==> src/rtl/clsc_pkg.sv <==
// clsc_pkg: shared types, codes and byte tables of the command-line colorizer
`default_nettype none
package clsc_pkg;

    localparam int LINE_LENGTH_DEF = 64;
    localparam int QUEUE_DEPTH_DEF = 2;
    localparam int IDX_W           = 4;

    typedef enum logic [1:0] {
        OP_CHAR    = 2'd0,
        OP_CLEAR   = 2'd1,
        OP_BACKERR = 2'd2
    } op_t;

    typedef enum logic [2:0] {
        M_PLAIN  = 3'd0,
        M_DASH1  = 3'd1,
        M_OPT    = 3'd2,
        M_DASH2  = 3'd3,
        M_TOKEN  = 3'd4,
        M_STRING = 3'd5,
        M_DOLLAR = 3'd6
    } mode_t;

    typedef enum logic [2:0] {
        PRE_NONE = 3'd0,
        PRE_ERR  = 3'd1,
        PRE_MAG  = 3'd2,
        PRE_CYN  = 3'd3,
        PRE_YEL  = 3'd4,
        PRE_RST  = 3'd5
    } pre_t;

    typedef enum logic [1:0] {
        BODY_NONE  = 2'd0,
        BODY_CHAR  = 2'd1,
        BODY_DOT   = 2'd2,
        BODY_ARROW = 2'd3
    } body_t;

    typedef enum logic [1:0] {
        SEG_PRE  = 2'd0,
        SEG_BODY = 2'd1,
        SEG_SUF  = 2'd2
    } seg_t;

    // one output sequence: optional escape, optional body, optional reset escape
    typedef struct packed {
        pre_t       pre;
        body_t      body;
        logic       suf_rst;
        logic [7:0] ch;
    } job_t;

    localparam logic [7:0] CH_ESC    = 8'h1B;
    localparam logic [7:0] CH_SPACE  = 8'h20;
    localparam logic [7:0] CH_TAB    = 8'h09;
    localparam logic [7:0] CH_DASH   = 8'h2D;
    localparam logic [7:0] CH_QUOTE  = 8'h22;
    localparam logic [7:0] CH_DOLLAR = 8'h24;

    function automatic logic is_blank(input logic [7:0] c);
        return (c == CH_SPACE) || (c == CH_TAB);
    endfunction

    function automatic logic is_alnum(input logic [7:0] c);
        return (c >= 8'h61 && c <= 8'h7A) || (c >= 8'h41 && c <= 8'h5A) ||
               (c >= 8'h30 && c <= 8'h39);
    endfunction

    function automatic logic [IDX_W-1:0] pre_len(input pre_t p);
        logic [IDX_W-1:0] n;
        unique case (p)
            PRE_ERR:                   n = 4'd10;
            PRE_MAG, PRE_CYN, PRE_YEL: n = 4'd7;
            PRE_RST:                   n = 4'd4;
            default:                   n = 4'd0;
        endcase
        return n;
    endfunction

    function automatic logic [IDX_W-1:0] body_len(input body_t b);
        logic [IDX_W-1:0] n;
        unique case (b)
            BODY_CHAR:  n = 4'd1;
            BODY_DOT:   n = 4'd2;
            BODY_ARROW: n = 4'd3;
            default:    n = 4'd0;
        endcase
        return n;
    endfunction

    function automatic logic [7:0] rst_byte(input logic [IDX_W-1:0] i);
        logic [7:0] b;
        case (i)
            4'd0:    b = CH_ESC;
            4'd1:    b = 8'h5B;
            4'd2:    b = 8'h30;
            default: b = 8'h6D;
        endcase
        return b;
    endfunction

    function automatic logic [7:0] err_byte(input logic [IDX_W-1:0] i);
        logic [7:0] b;
        case (i)
            4'd0:    b = CH_ESC;
            4'd1:    b = 8'h5B;
            4'd2:    b = 8'h31;
            4'd3:    b = 8'h3B;
            4'd4:    b = 8'h33;
            4'd5:    b = 8'h37;
            4'd6:    b = 8'h3B;
            4'd7:    b = 8'h34;
            4'd8:    b = 8'h31;
            default: b = 8'h6D;
        endcase
        return b;
    endfunction

    // bold color escape, digit selects the color
    function automatic logic [7:0] color_byte(input logic [IDX_W-1:0] i,
                                              input logic [7:0] digit);
        logic [7:0] b;
        case (i)
            4'd0:    b = CH_ESC;
            4'd1:    b = 8'h5B;
            4'd2:    b = 8'h31;
            4'd3:    b = 8'h3B;
            4'd4:    b = 8'h33;
            4'd5:    b = digit;
            default: b = 8'h6D;
        endcase
        return b;
    endfunction

    function automatic logic [7:0] pre_byte(input pre_t p, input logic [IDX_W-1:0] i);
        logic [7:0] b;
        unique case (p)
            PRE_ERR: b = err_byte(i);
            PRE_MAG: b = color_byte(i, 8'h35);
            PRE_CYN: b = color_byte(i, 8'h36);
            PRE_YEL: b = color_byte(i, 8'h33);
            default: b = rst_byte(i);
        endcase
        return b;
    endfunction

    function automatic logic [7:0] body_byte(input body_t bd, input logic [7:0] c,
                                             input logic [IDX_W-1:0] i);
        logic [7:0] b;
        unique case (bd)
            BODY_DOT:   b = (i == 4'd0) ? 8'hC2 : 8'hB7;
            BODY_ARROW: b = (i == 4'd0) ? 8'hE2 : ((i == 4'd1) ? 8'h86 : 8'h9C);
            default:    b = c;
        endcase
        return b;
    endfunction

endpackage
`default_nettype wire

==> src/rtl/clsc_if.sv <==
// clsc channel interfaces: command input and colored byte output
`default_nettype none
interface clsc_cmd_if;
    logic       valid;
    logic       ready;
    logic [1:0] operation;
    logic [7:0] char_in;

    modport source (output valid, output operation, output char_in, input ready);
    modport sink   (input valid, input operation, input char_in, output ready);
endinterface

interface clsc_byte_if;
    logic       valid;
    logic       ready;
    logic [7:0] out_byte;
    logic       last_byte;

    modport source (output valid, output out_byte, output last_byte, input ready);
    modport sink   (input valid, input out_byte, input last_byte, output ready);
endinterface
`default_nettype wire

==> src/rtl/command_line_syntax_colorizer_top.sv <==
// command_line_syntax_colorizer_top: command-line colorizer, tokenizer plus byte sequencer
//
//   channel  dir  payload               transfer when
//   cmd      in   operation, char_in    cmd.valid && cmd.ready
//   color    out  out_byte, last_byte   color.valid && color.ready
//
// one output byte per cycle while a job is queued and the color channel is ready; an item emits 1 to 17 bytes
// the byte sequencer in clsc_back sets the rate; dropped or unused items emit nothing
// the front takes one command per cycle while the job queue has room
// rst_n clears tokenizer mode, position, queue and output valid asynchronously
// a stalled color channel holds its byte; the queue then fills and cmd.ready drops
`default_nettype none
module command_line_syntax_colorizer_top
    import clsc_pkg::*;
#(
    parameter int LINE_LENGTH = LINE_LENGTH_DEF,
    parameter int QUEUE_DEPTH = QUEUE_DEPTH_DEF
) (
    input  wire        clk,
    input  wire        rst_n,
    clsc_cmd_if.sink   cmd,
    clsc_byte_if.source color
);

    logic job_valid, job_ready, head_valid, pop;
    job_t job, head_job;

    clsc_front #(
        .LINE_LENGTH (LINE_LENGTH)
    ) u_front (
        .clk       (clk),
        .rst_n     (rst_n),
        .in_valid  (cmd.valid),
        .in_ready  (cmd.ready),
        .operation (cmd.operation),
        .char_in   (cmd.char_in),
        .job_valid (job_valid),
        .job_ready (job_ready),
        .job       (job)
    );

    clsc_queue #(
        .DEPTH (QUEUE_DEPTH)
    ) u_queue (
        .clk        (clk),
        .rst_n      (rst_n),
        .push       (job_valid),
        .push_ready (job_ready),
        .push_job   (job),
        .head_valid (head_valid),
        .pop        (pop),
        .head_job   (head_job)
    );

    clsc_back u_back (
        .clk        (clk),
        .rst_n      (rst_n),
        .head_valid (head_valid),
        .head_job   (head_job),
        .pop        (pop),
        .out_valid  (color.valid),
        .out_ready  (color.ready),
        .out_byte   (color.out_byte),
        .last_byte  (color.last_byte)
    );

endmodule
`default_nettype wire

==> src/rtl/clsc_front.sv <==
// clsc_front: tokenizer state and classification of each command transfer
`default_nettype none
module clsc_front
    import clsc_pkg::*;
#(
    parameter int LINE_LENGTH = LINE_LENGTH_DEF
) (
    input  wire        clk,
    input  wire        rst_n,
    input  wire        in_valid,
    output logic       in_ready,
    input  wire  [1:0] operation,
    input  wire  [7:0] char_in,
    output logic       job_valid,
    input  wire        job_ready,
    output job_t       job
);

    localparam int POS_W = $clog2(LINE_LENGTH + 2);
    localparam logic [POS_W-1:0] POS_LIMIT = POS_W'(LINE_LENGTH);

    mode_t            mode_reg, mode_next;
    logic [POS_W-1:0] pos_reg, pos_next;
    logic             has_job;
    logic             accept;

    assign in_ready  = job_ready;
    assign accept    = in_valid && in_ready;
    assign job_valid = accept && has_job;

    always_comb
    begin
        mode_next = mode_reg;
        pos_next  = pos_reg;
        has_job   = 1'b0;
        job       = '{pre: PRE_NONE, body: BODY_NONE, suf_rst: 1'b0, ch: char_in};
        case (operation)
            OP_CHAR:
            begin
                if (pos_reg <= POS_LIMIT)
                begin
                    pos_next = pos_reg + 1'b1;
                    has_job  = 1'b1;
                    job.body = BODY_CHAR;
                    unique case (mode_reg)
                        M_PLAIN:
                        begin
                            if (is_blank(char_in) && pos_reg == '0)
                            begin
                                job = '{pre: PRE_ERR, body: BODY_DOT, suf_rst: 1'b1,
                                        ch: char_in};
                            end
                            else if (char_in == CH_DASH)
                            begin
                                job.pre   = PRE_MAG;
                                mode_next = M_DASH1;
                            end
                            else if (char_in == CH_QUOTE)
                            begin
                                job.pre   = PRE_CYN;
                                mode_next = M_STRING;
                            end
                            else if (char_in == CH_DOLLAR)
                            begin
                                job.pre   = PRE_YEL;
                                mode_next = M_DOLLAR;
                            end
                        end
                        M_DASH1:
                        begin
                            if (char_in == CH_DASH)
                            begin
                                mode_next = M_DASH2;
                            end
                            else if (is_alnum(char_in))
                            begin
                                mode_next = M_OPT;
                            end
                            else
                            begin
                                job.pre     = PRE_ERR;
                                job.suf_rst = 1'b1;
                                mode_next   = M_PLAIN;
                            end
                        end
                        M_OPT:
                        begin
                            if (is_blank(char_in))
                            begin
                                job.pre   = PRE_RST;
                                mode_next = M_PLAIN;
                            end
                            else
                            begin
                                job.pre = PRE_ERR;
                            end
                        end
                        M_DASH2:
                        begin
                            if (!is_alnum(char_in))
                            begin
                                job.pre = PRE_ERR;
                            end
                            mode_next = M_TOKEN;
                        end
                        M_TOKEN:
                        begin
                            if (is_blank(char_in))
                            begin
                                job.pre   = PRE_RST;
                                mode_next = M_PLAIN;
                            end
                        end
                        M_STRING:
                        begin
                            if (char_in == CH_QUOTE)
                            begin
                                job.suf_rst = 1'b1;
                                mode_next   = M_PLAIN;
                            end
                        end
                        M_DOLLAR:
                        begin
                            if (is_alnum(char_in))
                            begin
                                mode_next = M_TOKEN;
                            end
                            else if (is_blank(char_in))
                            begin
                                job.pre     = PRE_ERR;
                                job.body    = BODY_DOT;
                                job.suf_rst = 1'b1;
                                mode_next   = M_PLAIN;
                            end
                            else
                            begin
                                job.pre   = PRE_ERR;
                                mode_next = M_TOKEN;
                            end
                        end
                        default:
                        begin
                            has_job = 1'b0;
                        end
                    endcase
                end
            end
            OP_CLEAR:
            begin
                has_job   = 1'b1;
                job.pre   = PRE_RST;
                job.body  = BODY_NONE;
                mode_next = M_PLAIN;
                pos_next  = '0;
            end
            OP_BACKERR:
            begin
                has_job     = 1'b1;
                job.pre     = PRE_ERR;
                job.body    = BODY_ARROW;
                job.suf_rst = 1'b1;
            end
            default:
            begin
                has_job = 1'b0;
            end
        endcase
    end

    always_ff @(posedge clk or negedge rst_n)
    begin
        if (!rst_n)
        begin
            mode_reg <= M_PLAIN;
            pos_reg  <= '0;
        end
        else if (accept)
        begin
            mode_reg <= mode_next;
            pos_reg  <= pos_next;
        end
    end

    a_pos_bound: assert property (@(posedge clk) disable iff (!rst_n)
        pos_reg <= POS_LIMIT + 1'b1)
        else $error("position ran past the line limit");

endmodule
`default_nettype wire

==> src/rtl/clsc_queue.sv <==
// clsc_queue: short job queue between tokenizer and byte sequencer
`default_nettype none
module clsc_queue
    import clsc_pkg::*;
#(
    parameter int DEPTH = QUEUE_DEPTH_DEF
) (
    input  wire  clk,
    input  wire  rst_n,
    input  wire  push,
    output logic push_ready,
    input  job_t push_job,
    output logic head_valid,
    input  wire  pop,
    output job_t head_job
);

    localparam int PTR_W = (DEPTH > 1) ? $clog2(DEPTH) : 1;
    localparam int CNT_W = $clog2(DEPTH + 1);
    localparam logic [PTR_W-1:0] PTR_LAST = PTR_W'(DEPTH - 1);
    localparam logic [CNT_W-1:0] CNT_FULL = CNT_W'(DEPTH);

    job_t             slot_reg [DEPTH];
    logic [PTR_W-1:0] wr_ptr_reg, rd_ptr_reg;
    logic [CNT_W-1:0] count_reg;

    assign push_ready = (count_reg != CNT_FULL);
    assign head_valid = (count_reg != '0);
    assign head_job   = slot_reg[rd_ptr_reg];

    always_ff @(posedge clk)
    begin
        if (push)
        begin
            slot_reg[wr_ptr_reg] <= push_job;
        end
    end

    always_ff @(posedge clk or negedge rst_n)
    begin
        if (!rst_n)
        begin
            wr_ptr_reg <= '0;
            rd_ptr_reg <= '0;
            count_reg  <= '0;
        end
        else
        begin
            if (push)
            begin
                wr_ptr_reg <= (wr_ptr_reg == PTR_LAST) ? '0 : wr_ptr_reg + 1'b1;
            end
            if (pop)
            begin
                rd_ptr_reg <= (rd_ptr_reg == PTR_LAST) ? '0 : rd_ptr_reg + 1'b1;
            end
            if (push && !pop)
            begin
                count_reg <= count_reg + 1'b1;
            end
            else if (pop && !push)
            begin
                count_reg <= count_reg - 1'b1;
            end
        end
    end

    a_count_bound: assert property (@(posedge clk) disable iff (!rst_n)
        count_reg <= CNT_FULL)
        else $error("queue count above depth");

    a_no_pop_empty: assert property (@(posedge clk) disable iff (!rst_n)
        pop |-> head_valid)
        else $error("pop from empty queue");

endmodule
`default_nettype wire

==> src/rtl/clsc_back.sv <==
// clsc_back: walks one job's byte sequence into the output register
`default_nettype none
module clsc_back
    import clsc_pkg::*;
(
    input  wire        clk,
    input  wire        rst_n,
    input  wire        head_valid,
    input  job_t       head_job,
    output logic       pop,
    output logic       out_valid,
    input  wire        out_ready,
    output logic [7:0] out_byte,
    output logic       last_byte
);

    seg_t             seg_reg, seg_next, seg_eff;
    logic [IDX_W-1:0] idx_reg, idx_next;
    logic [IDX_W-1:0] plen, blen, slen, seg_len;
    logic             rest_empty, at_end, last, load;
    logic [7:0]       cur_byte;
    logic             ovalid_reg;
    logic [7:0]       obyte_reg;
    logic             olast_reg;

    assign load      = head_valid && (!ovalid_reg || out_ready);
    assign pop       = load && last;
    assign out_valid = ovalid_reg;
    assign out_byte  = obyte_reg;
    assign last_byte = olast_reg;

    // skip empty segments
    always_comb
    begin
        plen    = pre_len(head_job.pre);
        blen    = body_len(head_job.body);
        slen    = head_job.suf_rst ? 4'd4 : 4'd0;
        seg_eff = seg_reg;
        if (seg_eff == SEG_PRE && plen == '0)
        begin
            seg_eff = SEG_BODY;
        end
        if (seg_eff == SEG_BODY && blen == '0)
        begin
            seg_eff = SEG_SUF;
        end
    end

    // next state
    always_comb
    begin
        seg_next = seg_reg;
        idx_next = idx_reg;
        if (load)
        begin
            if (last)
            begin
                seg_next = SEG_PRE;
                idx_next = '0;
            end
            else if (at_end)
            begin
                seg_next = (seg_eff == SEG_PRE) ? SEG_BODY : SEG_SUF;
                idx_next = '0;
            end
            else
            begin
                idx_next = idx_reg + 1'b1;
            end
        end
    end

    // outputs
    always_comb
    begin
        unique case (seg_eff)
            SEG_PRE:
            begin
                seg_len    = plen;
                rest_empty = (blen == '0) && (slen == '0);
                cur_byte   = pre_byte(head_job.pre, idx_reg);
            end
            SEG_BODY:
            begin
                seg_len    = blen;
                rest_empty = (slen == '0);
                cur_byte   = body_byte(head_job.body, head_job.ch, idx_reg);
            end
            default:
            begin
                seg_len    = slen;
                rest_empty = 1'b1;
                cur_byte   = rst_byte(idx_reg);
            end
        endcase
        at_end = (idx_reg == seg_len - 1'b1);
        last   = at_end && rest_empty;
    end

    always_ff @(posedge clk or negedge rst_n)
    begin
        if (!rst_n)
        begin
            seg_reg    <= SEG_PRE;
            idx_reg    <= '0;
            ovalid_reg <= 1'b0;
        end
        else
        begin
            seg_reg <= seg_next;
            idx_reg <= idx_next;
            if (load)
            begin
                ovalid_reg <= 1'b1;
            end
            else if (out_ready)
            begin
                ovalid_reg <= 1'b0;
            end
        end
    end

    always_ff @(posedge clk)
    begin
        if (load)
        begin
            obyte_reg <= cur_byte;
            olast_reg <= last;
        end
    end

    a_idle_at_start: assert property (@(posedge clk) disable iff (!rst_n)
        !head_valid |-> (seg_reg == SEG_PRE && idx_reg == '0))
        else $error("sequencer left mid-job without a job");

    a_idx_bound: assert property (@(posedge clk) disable iff (!rst_n)
        idx_reg < 4'd10)
        else $error("byte index out of range");

    a_last_pops: assert property (@(posedge clk) disable iff (!rst_n)
        pop |=> (ovalid_reg && olast_reg))
        else $error("job retired without a final byte");

endmodule
`default_nettype wire
==> src/flat_wrapper.sv <==
// flat-port wrapper written by rule: the top's interface ports become plain ports
module command_line_syntax_colorizer_top_flat import clsc_pkg::*;
#(
    parameter int LINE_LENGTH = LINE_LENGTH_DEF,
    parameter int QUEUE_DEPTH = QUEUE_DEPTH_DEF
)
  (clk, rst_n, cmd_valid, cmd_operation, cmd_char_in, cmd_ready, color_valid, color_out_byte, color_last_byte, color_ready);
  clsc_cmd_if cmd_i ();
  clsc_byte_if color_i ();
  input  wire clk;
  input  wire rst_n;
  input wire logic [$bits(cmd_i.valid)-1:0] cmd_valid;
  input wire logic [$bits(cmd_i.operation)-1:0] cmd_operation;
  input wire logic [$bits(cmd_i.char_in)-1:0] cmd_char_in;
  output wire logic [$bits(cmd_i.ready)-1:0] cmd_ready;
  output wire logic [$bits(color_i.valid)-1:0] color_valid;
  output wire logic [$bits(color_i.out_byte)-1:0] color_out_byte;
  output wire logic [$bits(color_i.last_byte)-1:0] color_last_byte;
  input wire logic [$bits(color_i.ready)-1:0] color_ready;
  assign cmd_i.valid = cmd_valid;
  assign cmd_i.operation = cmd_operation;
  assign cmd_i.char_in = cmd_char_in;
  assign cmd_ready = cmd_i.ready;
  assign color_valid = color_i.valid;
  assign color_out_byte = color_i.out_byte;
  assign color_last_byte = color_i.last_byte;
  assign color_i.ready = color_ready;
  command_line_syntax_colorizer_top #(.LINE_LENGTH(LINE_LENGTH), .QUEUE_DEPTH(QUEUE_DEPTH)) u_core (.clk(clk), .rst_n(rst_n), .cmd(cmd_i), .color(color_i));
endmodule
==> config.mk <==
export PLATFORM = sky130hd
export DESIGN_NAME = command_line_syntax_colorizer_top_flat
export DESIGN_NICKNAME = d
export VERILOG_FILES = /design/src/rtl/clsc_pkg.sv /design/src/rtl/clsc_if.sv /design/src/rtl/command_line_syntax_colorizer_top.sv /design/src/rtl/clsc_front.sv /design/src/rtl/clsc_queue.sv /design/src/rtl/clsc_back.sv /design/src/flat_wrapper.sv
export SDC_FILE = /design/constraint.sdc
export NUM_CORES = 1
export LEC_CHECK = 0
export ABC_AREA = 1
export BUFFER_PORTS_ARGS = -buffer_cell sky130_fd_sc_hd__buf_2
export CAP_MARGIN = 20
export CORE_ASPECT_RATIO = 1.25
export CORE_MARGIN = 2
export CORE_UTILIZATION = 60
export DETAILED_ROUTE_END_ITERATION = 10
export GPL_TIMING_DRIVEN = 0
export PLACE_DENSITY_LB_ADDON = 0.15
export SYNTH_ARGS = -nofsm -noshare
export SYNTH_HDL_FRONTEND = slang
export SYNTH_HIERARCHICAL = 1
export SYNTH_SLANG_ARGS = --single-unit
==> constraint.sdc <==
create_clock -name clk -period 4.2 [get_ports clk]
set_input_delay 0.84 -clock clk [delete_from_list [all_inputs] [get_ports clk]]
set_output_delay 0.84 -clock clk [all_outputs]
set_load 0.005 [all_outputs]
==> metrics <==
Sw Share 44.9%; pre-CTS WS 0.727 ns; grt ovf 0; Synth Warn # 6; clk root buf clkbuf_8; Synth top area share 27.7%; Worst setup SP type register; most common cell in the netlist nand2_1; CTS tree done; worst-path maximum fanout 10; Max-Cap Viols 0; Antenna Cells 0; hold_buf cts 0; Reg clk slew, reported paths 0.06 ns; slowest CP cell dfrtp_1; Clk Latency, worst-skew pair 0.33 ns; Area after DPL 0.00424 sq mm; CTS sink cnt 58; CP Cell Sequence buf_6 > buf_12 > mux2_4 > inv_2 > nand3_1 > nand2_1 > nand3_1 > nand2_1 > inv_1 > ha_1 > xor2_1 > nand3_1 > nor2_4 > nand3_2 > nor2_1 > inv_1 > ha_1 > inv_1 > nand3_1 > nand2_1 > nand2_1; initial core utilization 61.4%; core area 0.00652 sq mm; GR Util All Layers 23.5%; # setup viols final 0; critical path arrival 3.72 ns; Clk pwr share 14.2%; nets 559; routability congestion estimate from global placement 0.888; setup bufs post-CTS 0; antenna-violating nets left 0; max reg flops 28; Synth area leaders edfxtp_1 28%, dfrtp_1 13%, nand2_1 10%; maximum resistive drop on vdd 0.000258 V; Worst path max stage delay 0.39 ns; status finished, final reports clean; top post-synthesis cells by count 109 x nand2_1, 64 x inv_1, 52 x nor2_1; crit path kind reg -> reg; total net switching power 1.32 mW; min Tclk post-route 3.50 ns; Hold Vio Cnt, Final 0; Mean Syn Cell Area 8.08 sq um; # port buffers 24; leak pwr 2.14 nW; Tightest Pin Transition 0.556 ns; Crit. End Element register; Hold Crit Class in -> async; required time worst endpoint 4.43 ns; Inserted Clock Buffers 9; htree depth 3; fmax 286 MHz; total iterations of the first detailed-routing run 4; Post-Syn Instances 496; Comb pwr share 54.0%; unrepaired setup endpoints after global routing false; Clock Skews 0.00755 ns; setup ws final 0.701 ns; syn nets 523; period utilization 83.3%; Cell Pwr Density 665 mW/mm^2; pins over their slew limit 0; Routed WL 7870 microns; Post-route DRC 0; Die Height 95.4 microns; Sequential Area 0.00164 sq mm; initial antenna violation count 0; # resized after CTS 0; Post-synth EDFFs 37; Post-DP HPWL 6100 microns; die area 0.00736 sq mm; Post-synth ARST share 36.2%; netlist area before placement 0.00401 sq mm; slew margin rel. 62.7%; first-pass GRT wire length 13500 microns; clk buf depth 2; Area Growth Syn to Fin 9.93%; layout cells sized above 1 21.8%; Synth area leader edfxtp_1; Vias 3307; Vias/cell 5.30; I/O Pins 25; sequential area share after synthesis 40.8%; setup_tns 0 ns; WL/cell 12.6 microns; largest net degree at the start of global routing 22; Seq cells post-synth 58; top_reg_cell synth edfxtp_1; Die W 77.1 microns; sequential share of power 31.8%; Multi-input gate area 0.00195 sq mm; Final Cell Area 0.00441 sq mm; Int Power 1.62 mW; final hold slack 0.455 ns; vias in the first global route 3172; Synth cell types 39; Fillers 585; cell row count 33; DRT iter0 DRCs 165
==> cells in the final DEF (no fill, tap or decap), drive strengths merged <==
cell type	instances
mux2	14
o2111ai	1
buf	39
nand3	54
a31oi	2
edfxtp	37
a21oi	9
nand3b	2
a31o	2
o21ai	24
xor2	6
nand4	11
o211ai	5
inv	79
nor2	63
o21a	1
xnor2	5
dfrtp	21
nand2	123
o31ai	1
o221ai	2
ha	13
nor3	5
clkinvlp	2
a21boi	1
clkbuf	10
clkinv	5
==> power by group through the flow <==
stage | registers (mW) | logic [mW] | clock network (mW)
6_report | 0.931 | 1.58 | 0.416
5_1_grt | 0.949 | 1.79 | 0.457
4_1_cts | 0.933 | 1.59 | 0.433
3_5_place_dp | 0.941 | 1.58 | 0
3_3_place_gp | 0.933 | 1.54 | 0
2_1_floorplan | 0.920 | 1.23 | 0
==> path summary, 6_finish.rpt <==
| path | slack (ns) | from | depth (start not counted) | endpoint |
|---|---|---|---|---|
| min | 0.45 | rst_n | 1 | u_core/u_back/idx_reg[3] |
| min reg2reg | 0.49 | u_core/u_queue/count_reg[1] | 2 | u_core/u_queue/count_reg[1] |
| max | 0.70 | u_core/u_queue/rd_ptr_reg | 21 | u_core/u_queue/count_reg[1] |
| max reg2reg | 0.70 | u_core/u_queue/rd_ptr_reg | 21 | u_core/u_queue/count_reg[1] |
| min in group clk | 0.49 | u_core/u_queue/count_reg[1] | 2 | u_core/u_queue/count_reg[1] |
| max in group asynchronous | 3.42 | rst_n | 1 | u_core/u_front/pos_reg[6] |
==> kinds of logic after synthesis <==
family | after synthesis | share of synthesized area, %
mux | 14 | 4.78
xor+xnor | 11 | 2.40
simple gates | 258 | 30.4
compound gates | 48 | 7.12
flops | 58 | 40.8
fa+ha+maj | 13 | 4.06
buf+inv | 94 | 10.5
==> worst max-delay path: cells and delay by family, from the launching register on <==
kind | cells | cell delay, ns
simple gates | 11 | 1.31
fa+ha+maj | 2 | 0.62
buf+inv | 6 | 0.57
flops | 1 | 0.39
mux | 1 | 0.34
xor+xnor | 1 | 0.15
==> routing by layer <==
metal,vias up,part of all wire [%],global-route usage [%]
li1,1694,-,-
met2,65,52,44.7
met4,0,2.3,9.23
met3,20,3.7,5.68
met5,-,0,0
met1,1528,42,25.1
==> layout make-up <==
| cell class | instances | area share, % |
|---|---|---|
| Buffer | 14 | 2.64 |
| Clock buffer | 10 | 2.90 |
| Clock inverter | 6 | 0.767 |
| Inverter | 80 | 6.87 |
| Multi-Input combinational cell | 344 | 44.3 |
| Sequential cell | 58 | 37.1 |
| Tap cell | 87 | 2.47 |
| Timing Repair Buffer | 25 | 2.90 |
==> stage by stage <==
| step | instances | power, mW | util [%] |
|---|---|---|---|
| finish | 624 | 2.93 | 67.5 |
| global route | 624 | 3.20 | 67.5 |
| detailed placement | 607 | 2.52 | 65.0 |
| CTS | 623 | 2.95 | 67.4 |
| global placement | 607 | 2.47 | 65.0 |
| floorplan | 496 | 2.15 | - |
No activity file was read; power rests on OpenSTA's default activity.
